==> config.mk <==
export PLATFORM = sky130hd
export DESIGN_NAME = clock_phase_pi_sync
export DESIGN_NICKNAME = d
export VERILOG_FILES = /design/src/hw/rtl/cpps_pkg.sv /design/src/hw/rtl/cpps_rem_div.sv /design/src/hw/rtl/cpps_mac_serial.sv /design/src/hw/rtl/clock_phase_pi_sync.sv
export SDC_FILE = /design/constraint.sdc
export NUM_CORES = 2
export LEC_CHECK = 0
export BUFFER_PORTS_ARGS = -buffer_cell sky130_fd_sc_hd__buf_2
export CAP_MARGIN = 25
export CORE_MARGIN = 1
export CORE_UTILIZATION = 33
export CTS_CLUSTER_DIAMETER = 60
export DETAILED_ROUTE_END_ITERATION = 10
export HOLD_SLACK_MARGIN = 0.02
export PLACE_DENSITY_LB_ADDON = 0.08
export SLEW_MARGIN = 20
export SYNTH_ARGS = -nofsm -noshare
export SYNTH_HDL_FRONTEND = slang
export SYNTH_SLANG_ARGS = --single-unit
==> constraint.sdc <==
create_clock -name clk -period 26.6 [get_ports clk]
set_input_delay 0 -clock clk [delete_from_list [all_inputs] [get_ports clk]]
set_output_delay 0 -clock clk [all_outputs]
set_load 0.01 [all_outputs]
==> src/hw/rtl/cpps_pkg.sv <==
// Shared widths, register indexes and reset values for the clock phase PI synchronizer.
`timescale 1ns / 1ps
`default_nettype none

package cpps_pkg;

  localparam int REF_W   = 63;  // reference time sample
  localparam int CT_W    = 30;  // cycle time and sync offset
  localparam int ERR_W   = 31;  // time error
  localparam int INTEG_W = 64;  // error integral
  localparam int GAIN_W  = 32;  // Q0.32 gains
  localparam int OFF_W   = 32;  // offset time result
  localparam int CFG_IDX_W  = 2;
  localparam int CFG_DATA_W = 32;

  // Multiplicand width inside the serial MAC: integral plus error needs one extra bit.
  localparam int MAC_X_W   = INTEG_W + 1;
  localparam int MAC_ACC_W = MAC_X_W + 1;

  localparam logic [CFG_IDX_W-1:0] REG_CYCLE_TIME  = 2'd0;
  localparam logic [CFG_IDX_W-1:0] REG_SYNC_OFFSET = 2'd1;
  localparam logic [CFG_IDX_W-1:0] REG_P_GAIN      = 2'd2;
  localparam logic [CFG_IDX_W-1:0] REG_I_GAIN      = 2'd3;

  localparam logic [CT_W-1:0]   CYCLE_TIME_RST  = 30'd1000000;
  localparam logic [CT_W-1:0]   SYNC_OFFSET_RST = 30'd500000;
  localparam logic [GAIN_W-1:0] P_GAIN_RST      = 32'd42949673;
  localparam logic [GAIN_W-1:0] I_GAIN_RST      = 32'd85899;

endpackage

`default_nettype wire

==> src/hw/rtl/cpps_rem_div.sv <==
// Bit-serial restoring remainder unit: one dividend bit per cycle.
`timescale 1ns / 1ps
`default_nettype none

module cpps_rem_div (
  input  wire logic                        clk,
  input  wire logic                        rst,
  input  wire logic                        start,
  input  wire logic [cpps_pkg::REF_W-1:0]  dividend,
  input  wire logic [cpps_pkg::CT_W-1:0]   divisor,
  output logic                             done,
  output logic      [cpps_pkg::CT_W-1:0]   rem
);

  localparam int CNT_W = $clog2(cpps_pkg::REF_W);
  localparam logic [CNT_W-1:0] LAST = CNT_W'(cpps_pkg::REF_W - 1);

  logic                        busy;
  logic [CNT_W-1:0]            cnt;
  logic [cpps_pkg::REF_W-1:0]  shreg;
  logic [cpps_pkg::CT_W-1:0]   dsr;
  logic [cpps_pkg::CT_W:0]     trial;
  logic [cpps_pkg::CT_W:0]     trial_sub;

  assign trial     = {rem, shreg[cpps_pkg::REF_W-1]};
  assign trial_sub = trial - {1'b0, dsr};

  always_ff @(posedge clk) begin
    if (rst) begin
      busy <= 1'b0;
      done <= 1'b0;
      cnt  <= '0;
    end else begin
      done <= 1'b0;
      if (start) begin
        busy <= 1'b1;
        cnt  <= '0;
      end else if (busy) begin
        cnt <= cnt + 1'b1;
        if (cnt == LAST) begin
          busy <= 1'b0;
          done <= 1'b1;
        end
      end
    end
  end

  always_ff @(posedge clk) begin
    if (start) begin
      shreg <= dividend;
      dsr   <= divisor;
      rem   <= '0;
    end else if (busy) begin
      shreg <= {shreg[cpps_pkg::REF_W-2:0], 1'b0};
      if (trial >= {1'b0, dsr}) begin
        rem <= trial_sub[cpps_pkg::CT_W-1:0];
      end else begin
        rem <= trial[cpps_pkg::CT_W-1:0];
      end
    end
  end

endmodule

`default_nettype wire

==> src/hw/rtl/cpps_mac_serial.sv <==
// Bit-serial PI multiply-accumulate: one bit of both gains per cycle, then round and clamp.
`timescale 1ns / 1ps
`default_nettype none

module cpps_mac_serial (
  input  wire logic                                clk,
  input  wire logic                                rst,
  input  wire logic                                start,
  input  wire logic signed [cpps_pkg::ERR_W-1:0]   err,
  input  wire logic signed [cpps_pkg::INTEG_W-1:0] integ,
  input  wire logic        [cpps_pkg::GAIN_W-1:0]  p_gain,
  input  wire logic        [cpps_pkg::GAIN_W-1:0]  i_gain,
  output logic                                     done,
  output logic        [cpps_pkg::OFF_W-1:0]        result
);

  localparam int XW    = cpps_pkg::MAC_X_W;
  localparam int AW    = cpps_pkg::MAC_ACC_W;
  localparam int GW    = cpps_pkg::GAIN_W;
  localparam int OW    = cpps_pkg::OFF_W;
  localparam int CNT_W = $clog2(GW);
  localparam logic [CNT_W-1:0] LAST = CNT_W'(GW - 1);

  typedef enum logic [3:0] {
    ST_IDLE = 4'b0001,
    ST_PREP = 4'b0010,
    ST_RUN  = 4'b0100,
    ST_FIN  = 4'b1000
  } mac_state_t;

  mac_state_t            state;
  logic [CNT_W-1:0]      cnt;
  logic signed [XW-1:0]  x_err;
  logic signed [XW-1:0]  x_int;
  logic signed [XW-1:0]  x_sum;
  logic [GW-1:0]         gp;
  logic [GW-1:0]         gi;
  logic signed [AW-1:0]  acc;
  logic [GW-1:0]         lo;

  logic signed [XW-1:0]  addend;
  logic signed [AW:0]    step_sum;
  logic signed [AW-1:0]  quot;
  logic [OW-1:0]         sat;

  always_comb begin
    case ({gi[0], gp[0]})
      2'b01:   addend = x_err;
      2'b10:   addend = x_int;
      2'b11:   addend = x_sum;
      default: addend = '0;
    endcase
  end

  assign step_sum = {acc[AW-1], acc} + {{2{addend[XW-1]}}, addend};

  // acc holds floor(sum / 2^32); step up by one for truncation toward zero
  assign quot = acc + {{(AW-1){1'b0}}, (acc[AW-1] && (lo != '0))};

  always_comb begin
    if (!quot[AW-1] && (quot[AW-2:OW-1] != '0)) begin
      sat = {1'b0, {(OW-1){1'b1}}};
    end else if (quot[AW-1] && (quot[AW-2:OW-1] != '1)) begin
      sat = {1'b1, {(OW-1){1'b0}}};
    end else begin
      sat = quot[OW-1:0];
    end
  end

  always_ff @(posedge clk) begin
    if (rst) begin
      state <= ST_IDLE;
      done  <= 1'b0;
      cnt   <= '0;
    end else begin
      done <= 1'b0;
      unique case (state)
        ST_IDLE: if (start) state <= ST_PREP;
        ST_PREP: begin
          cnt   <= '0;
          state <= ST_RUN;
        end
        ST_RUN: begin
          cnt <= cnt + 1'b1;
          if (cnt == LAST) state <= ST_FIN;
        end
        ST_FIN: begin
          done  <= 1'b1;
          state <= ST_IDLE;
        end
        default: state <= ST_IDLE;
      endcase
    end
  end

  always_ff @(posedge clk) begin
    if (state == ST_IDLE && start) begin
      x_err <= XW'(err);
      x_int <= XW'(integ);
      gp    <= p_gain;
      gi    <= i_gain;
      acc   <= '0;
      lo    <= '0;
    end
    if (state == ST_PREP) begin
      x_sum <= x_int + x_err;
    end
    if (state == ST_RUN) begin
      acc <= step_sum[AW:1];
      lo  <= {step_sum[0], lo[GW-1:1]};
      gp  <= gp >> 1;
      gi  <= gi >> 1;
    end
    if (state == ST_FIN) begin
      result <= sat;
    end
  end

endmodule

`default_nettype wire

==> src/hw/rtl/clock_phase_pi_sync.sv <==
// Top level of the clock phase PI synchronizer.
//
// One reference time sample comes in on the s_ stream, one result leaves on
// the m_ stream for each sample: the PI correction for the next bus period and
// the wrapped time error. The user must write registers via cfg_we / cfg_index /
// cfg_data only while no sample is in flight; the block does not enforce it.
//
// The remainder is taken bit-serially, one bit of the 63-bit phase difference
// per cycle; then the serial PI multiply takes one bit of both 32-bit gains
// per cycle plus setup and clamp, with control states between. One sample is
// worked at a time, so a new sample is accepted only once the last one has
// left the output step; s_tready is high whenever the block is idle, even
// while a finished result still waits on m_tready.
// If the receiver stalls, the result holds in the output register and a
// second result waits in the last step until that register frees up.
// Reset restores the register defaults and clears the error integral.
`timescale 1ns / 1ps
`default_nettype none

module clock_phase_pi_sync (
  input  wire logic                                clk,
  input  wire logic                                rst,
  input  wire logic                                s_tvalid,
  output logic                                     s_tready,
  input  wire logic [63:0]                         s_tdata,  // [62:0] reference_time
  output logic                                     m_tvalid,
  input  wire logic                                m_tready,
  output logic [63:0]                              m_tdata,  // [31:0] offset_time, [62:32] time_error
  input  wire logic                                cfg_we,
  input  wire logic [cpps_pkg::CFG_IDX_W-1:0]      cfg_index,
  input  wire logic [cpps_pkg::CFG_DATA_W-1:0]     cfg_data
);

  localparam int RW = cpps_pkg::REF_W;
  localparam int CW = cpps_pkg::CT_W;
  localparam int EW = cpps_pkg::ERR_W;
  localparam int IW = cpps_pkg::INTEG_W;
  localparam int OW = cpps_pkg::OFF_W;

  typedef enum logic [6:0] {
    ST_IDLE  = 7'b0000001,
    ST_DIFF  = 7'b0000010,
    ST_DIV   = 7'b0000100,
    ST_ERR   = 7'b0001000,
    ST_INTEG = 7'b0010000,
    ST_MUL   = 7'b0100000,
    ST_OUT   = 7'b1000000
  } sync_state_t;

  sync_state_t              state;
  logic [CW-1:0]            cycle_time;
  logic [CW-1:0]            sync_offset;
  logic [cpps_pkg::GAIN_W-1:0] p_gain;
  logic [cpps_pkg::GAIN_W-1:0] i_gain;
  logic [RW-1:0]            ref_time;
  logic                     diff_neg;
  logic signed [EW-1:0]     err;
  logic signed [IW-1:0]     integ;

  logic [RW:0]              diff;
  logic [RW-1:0]            diff_mag;
  logic                     div_done;
  logic [CW-1:0]            rem;
  logic [CW+1:0]            err_next;
  logic signed [IW:0]       integ_sum;
  logic signed [IW-1:0]     integ_next;
  logic                     mac_done;
  logic [OW-1:0]            mac_result;
  logic                     out_free;

  assign s_tready = (state == ST_IDLE);
  assign out_free = !m_tvalid || m_tready;

  // config registers
  always_ff @(posedge clk) begin
    if (rst) begin
      cycle_time  <= cpps_pkg::CYCLE_TIME_RST;
      sync_offset <= cpps_pkg::SYNC_OFFSET_RST;
      p_gain      <= cpps_pkg::P_GAIN_RST;
      i_gain      <= cpps_pkg::I_GAIN_RST;
    end else if (cfg_we) begin
      unique case (cfg_index)
        cpps_pkg::REG_CYCLE_TIME:  cycle_time  <= cfg_data[CW-1:0];
        cpps_pkg::REG_SYNC_OFFSET: sync_offset <= cfg_data[CW-1:0];
        cpps_pkg::REG_P_GAIN:      p_gain      <= cfg_data;
        cpps_pkg::REG_I_GAIN:      i_gain      <= cfg_data;
        default: ;
      endcase
    end
  end

  // signed phase difference, split into sign and magnitude
  assign diff     = {1'b0, ref_time} - {{(RW+1-CW){1'b0}}, sync_offset};
  assign diff_mag = diff[RW] ? RW'(~diff + 1'b1) : diff[RW-1:0];

  cpps_rem_div u_div (
    .clk      (clk),
    .rst      (rst),
    .start    (state == ST_DIFF),
    .dividend (diff_mag),
    .divisor  (cycle_time),
    .done     (div_done),
    .rem      (rem)
  );

  // time error: negated wrapped remainder if the difference is positive, plain remainder if negative
  always_comb begin
    if (cycle_time == '0) begin
      err_next = '0;
    end else if (diff_neg) begin
      err_next = {2'b00, rem};
    end else if (rem > (cycle_time >> 1)) begin
      err_next = {2'b00, cycle_time} - {2'b00, rem};
    end else begin
      err_next = '0 - {2'b00, rem};
    end
  end

  // saturating integral update
  assign integ_sum = {integ[IW-1], integ} + {{(IW+1-EW){err[EW-1]}}, err};
  always_comb begin
    if (integ_sum[IW] != integ_sum[IW-1]) begin
      integ_next = integ_sum[IW] ? {1'b1, {(IW-1){1'b0}}} : {1'b0, {(IW-1){1'b1}}};
    end else begin
      integ_next = integ_sum[IW-1:0];
    end
  end

  cpps_mac_serial u_mac (
    .clk    (clk),
    .rst    (rst),
    .start  (state == ST_INTEG),
    .err    (err),
    .integ  (integ_next),
    .p_gain (p_gain),
    .i_gain (i_gain),
    .done   (mac_done),
    .result (mac_result)
  );

  always_ff @(posedge clk) begin
    if (rst) begin
      state    <= ST_IDLE;
      m_tvalid <= 1'b0;
      integ    <= '0;
    end else begin
      if (state == ST_OUT && out_free) begin
        m_tvalid <= 1'b1;
      end else if (m_tready) begin
        m_tvalid <= 1'b0;
      end
      unique case (state)
        ST_IDLE:  if (s_tvalid) state <= ST_DIFF;
        ST_DIFF:  state <= ST_DIV;
        ST_DIV:   if (div_done) state <= ST_ERR;
        ST_ERR:   state <= ST_INTEG;
        ST_INTEG: begin
          integ <= integ_next;
          state <= ST_MUL;
        end
        ST_MUL:   if (mac_done) state <= ST_OUT;
        ST_OUT:   if (out_free) state <= ST_IDLE;
        default:  state <= ST_IDLE;
      endcase
    end
  end

  always_ff @(posedge clk) begin
    if (state == ST_IDLE && s_tvalid) ref_time <= s_tdata[RW-1:0];
    if (state == ST_DIFF) diff_neg <= diff[RW];
    if (state == ST_ERR) err <= err_next[EW-1:0];
    if (state == ST_OUT && out_free) m_tdata <= {1'b0, err, mac_result};
  end

endmodule

`default_nettype wire

==> impl_metrics.json <==
{
  "worstPathArrival_ns": 7.25,
  "skew_ns": 0.0705,
  "antenna_found_initial": 3,
  "path_common_cell": "o21a_1",
  "grtUsageTotal_pct": 18.8,
  "synth_edf_count": 603,
  "core_area_um2": 156000,
  "synthArstFlopShare_pct": 0,
  "reg2reg_to": "err[30]",
  "cp_max_fo": 10,
  "initial_utilization_pct": 33.2,
  "drv_slew": 0,
  "rows": 145,
  "yosys.area.top_type": "edfxtp_1",
  "syn-instance-count": 5640,
  "grt_max_degree": 76,
  "synth_nets": 6069,
  "cts_buffer_depth": 3,
  "setup_tns_ns": 0,
  "dp_hpwl_um": 113000,
  "netlist_area_um2": 51800,
  "syn_to_final_growth_pct": 16.5,
  "peakVddDrop_mv": 0.0541,
  "ctsHtreeMaxLevel": 3,
  "status": "completed",
  "avgSynthCellArea_um2": 9.18,
  "yosysWarnings": 0,
  "seqCellArea_um2": 23000,
  "yosysMostFrequentCell": "nand2_1",
  "end_kind": "flip-flop",
  "synthAdderAreaFrac_pct": 8.25,
  "slew_headroom_pct": 27.9,
  "cts_made_buffers": 117,
  "finalHoldViolCount": 0,
  "muxShareOfSynthArea_pct": 1.04,
  "cp-start-kind": "flip-flop",
  "routed_wl_um": 152000,
  "gp_congestion": 0.887,
  "drive_gt1_share_pct": 8.58,
  "grt_overflow": 0,
  "drv_cap": 0,
  "num-nets-final": 6305,
  "synth_common_cells": "nand2_1 (838), edfxtp_1 (603), a21oi_1 (540)",
  "startpoint": "cycle_time[2]",
  "post_cts_buffers": 0,
  "clkLatencyLatePin_ns": 0.77,
  "drt_first_iter_violations": 2166,
  "synth_xor_area_share_pct": 5.80,
  "cts_sinks": 849,
  "setup_viol": 0,
  "required_ns": 27.02,
  "fp.dieH_um": 398,
  "hold_end": "p_gain[31]",
  "synth_compound_area_share_pct": 18.6,
  "multi_input_area_um2": 26800,
  "synth_top_family_by_area": "compound AO/OA/AOI/OAI gates",
  "place_inst": 7640,
  "synth_flop_cell": "edfxtp_1",
  "ys_ff_latch": 849,
  "rr_startpoint": "cycle_time[2]",
  "tritoncts": "yes",
  "min_period_ns": 6.83,
  "setup_ws_ns": 19.77,
  "ys_top_cells_by_area": "edfxtp_1 (35%), dfxtp_1 (9.5%), ha_1 (7.7%)",
  "synth_cell_type_count": 100,
  "die_x_um": 398,
  "hold_depth": 4,
  "path_class": "flip-flop to flip-flop",
  "dr_total_vias": 41200,
  "pre_cts_ws_ns": 19.81,
  "leakage_uw": 0.0241,
  "fillCellCount": 15700,
  "fmax_ghz": 0.146,
  "drc": 0,
  "synth_top_area_share_pct": 35.0,
  "power.density_nw_per_um2": 67.0,
  "worst_slew_pin_slew_ns": 1.07,
  "io_pins": 169,
  "rsz0062_at_grt": "no",
  "portBuffers": 166,
  "first_pass_iters": 5,
  "wl_per_cell_um": 18.9,
  "r2r_slack_ns": 19.77,
  "crit_slowest_cell": "o41ai_1",
  "yosys.area_share.simple_pct": 18.0,
  "ant_nets": 0,
  "min_from": "cfg_data[31]",
  "die-area_um2": 159000,
  "grt_pass1_vias": 40700,
  "cts-resized-gates": 0,
  "reg2reg_depth": 29,
  "min_period_over_period_pct": 25.7,
  "critPathMaxStageDelay_ns": 0.52,
  "cts.clk_slew.worst_paths_ns": 0.06,
  "grt_pass1_wl_um": 235000,
  "cts_root_buf": "clkbuf_16",
  "hold_buffers": 175,
  "synth-seq-area-share_pct": 44.5,
  "final_cells": 8049,
  "hp-class": "primary input to flip-flop",
  "viasPerCell": 5.12
}
[layout by cell type, fill, tap and decap left out, drive strengths merged, types with 40 or more instances in the layout]
cell type    count
clkinv          40
o21a            48
o21ai          350
xnor2          203
nor2b           51
nor2           442
nand4           83
a22o            68
o21bai          46
inv            253
dlygate4sd3    175
nor4            50
ha             320
a21oi          541
and2            91
buf            221
a21o           185
nand3b          43
a211oi          44
nand3          117
clkbuf         148
and3            51
nand2          839
edfxtp         603
nand2b          62
xor2           137
dfxtp          246
a31oi           45
nor3            84
[registers in the layout (all words and copies together) (netlist names), 4 cells and up]
name and count:
u_mac.gp 32, sync_offset 30, ref_time 63, i_gain 32
u_div.shreg 63, u_mac.cnt 5, u_mac.x_int 64, u_div.dsr 30
u_mac.acc 66, u_mac.x_sum 65, u_mac.x_err 31, u_mac.state 4
state 7, u_mac.result 32, cycle_time 30, u_mac.gi 32
u_div.rem 30, p_gain 32, u_mac.lo 32, integ 64
m_tdata 63, u_div.cnt 6, err 31
[layout make-up]
| type | count | area share [%] |
|---|---|---|
| Antenna cell | 12 | 0.0498 |
| Clock buffer | 148 | 5.20 |
| Clock inverter | 74 | 1.31 |
| Inverter | 233 | 1.45 |
| Multi-Input combinational cell | 4279 | 44.5 |
| Sequential cell | 849 | 38.2 |
| Tap cell | 2058 | 4.27 |
| Timing Repair Buffer | 396 | 5.01 |
[cells by family (layout without fill, tap and decap cells)]
kind of cell    Yosys count  count (layout)
simple gates           2007            2007
xor+xnor                340             340
buf+inv                 512             851
other cells               1              13
flops                   849             849
fa+ha+maj               341             341
compound gates         1540            1540
mux                      50              50
[per-stage QoR]
step | area, µm² | power, µW | util, % | hold slack, ns
CTS | 60300 | 4100 | 38.6 | 0.0456
finish | 60300 | 4040 | 38.7 | 0.0915
detailed placement | 54600 | 2490 | 35.0 | 0.178
floorplan | 51800 | 2240 | - | 0.0989
global route | 60300 | 4260 | 38.6 | 0.0883
global placement | 54600 | 2490 | 35.0 | 0.176
[critical path, delay by kind of cell, from the launching register on]
family	cells	cell delay, ns
flip-flops	1	0.49
AO/OA/AOI/OAI	18	4.14
buffers and inverters	2	0.34
AND/OR/NAND/NOR	6	0.64
adder cells (fa/ha/maj)	3	0.95
[power by group]
part | internal (µW) | switching (µW)
clock | 909 | 652
combinational | 377 | 543
sequential | 1490 | 67.9
[worst max-delay path by stage]
| stage | to | slack [ns] | cells after the start |
|---|---|---|---|
| 6_report | err[30] | 19.77 | 29 |
| 5_1_grt | err[30] | 19.20 | 29 |
| 2_1_floorplan | u_mac.cnt[2] | 17.91 | 4 |
| 4_1_cts | err[30] | 19.76 | 29 |
| 3_5_place_dp | err[30] | 19.81 | 29 |
| 3_3_place_gp | err[29] | 19.33 | 28 |
[per-layer routing]
metal | wire length [µm] | GRT usage (%) | up-vias
met3 | 4260 | 2.32 | 235
met1 | 69700 | 24.1 | 19400
met4 | 4450 | 6.02 | 2
met2 | 73600 | 32.8 | 679
li1 | - | - | 20900
met5 | 17 | 0 | -
Power figures use the tool's default switching activity.
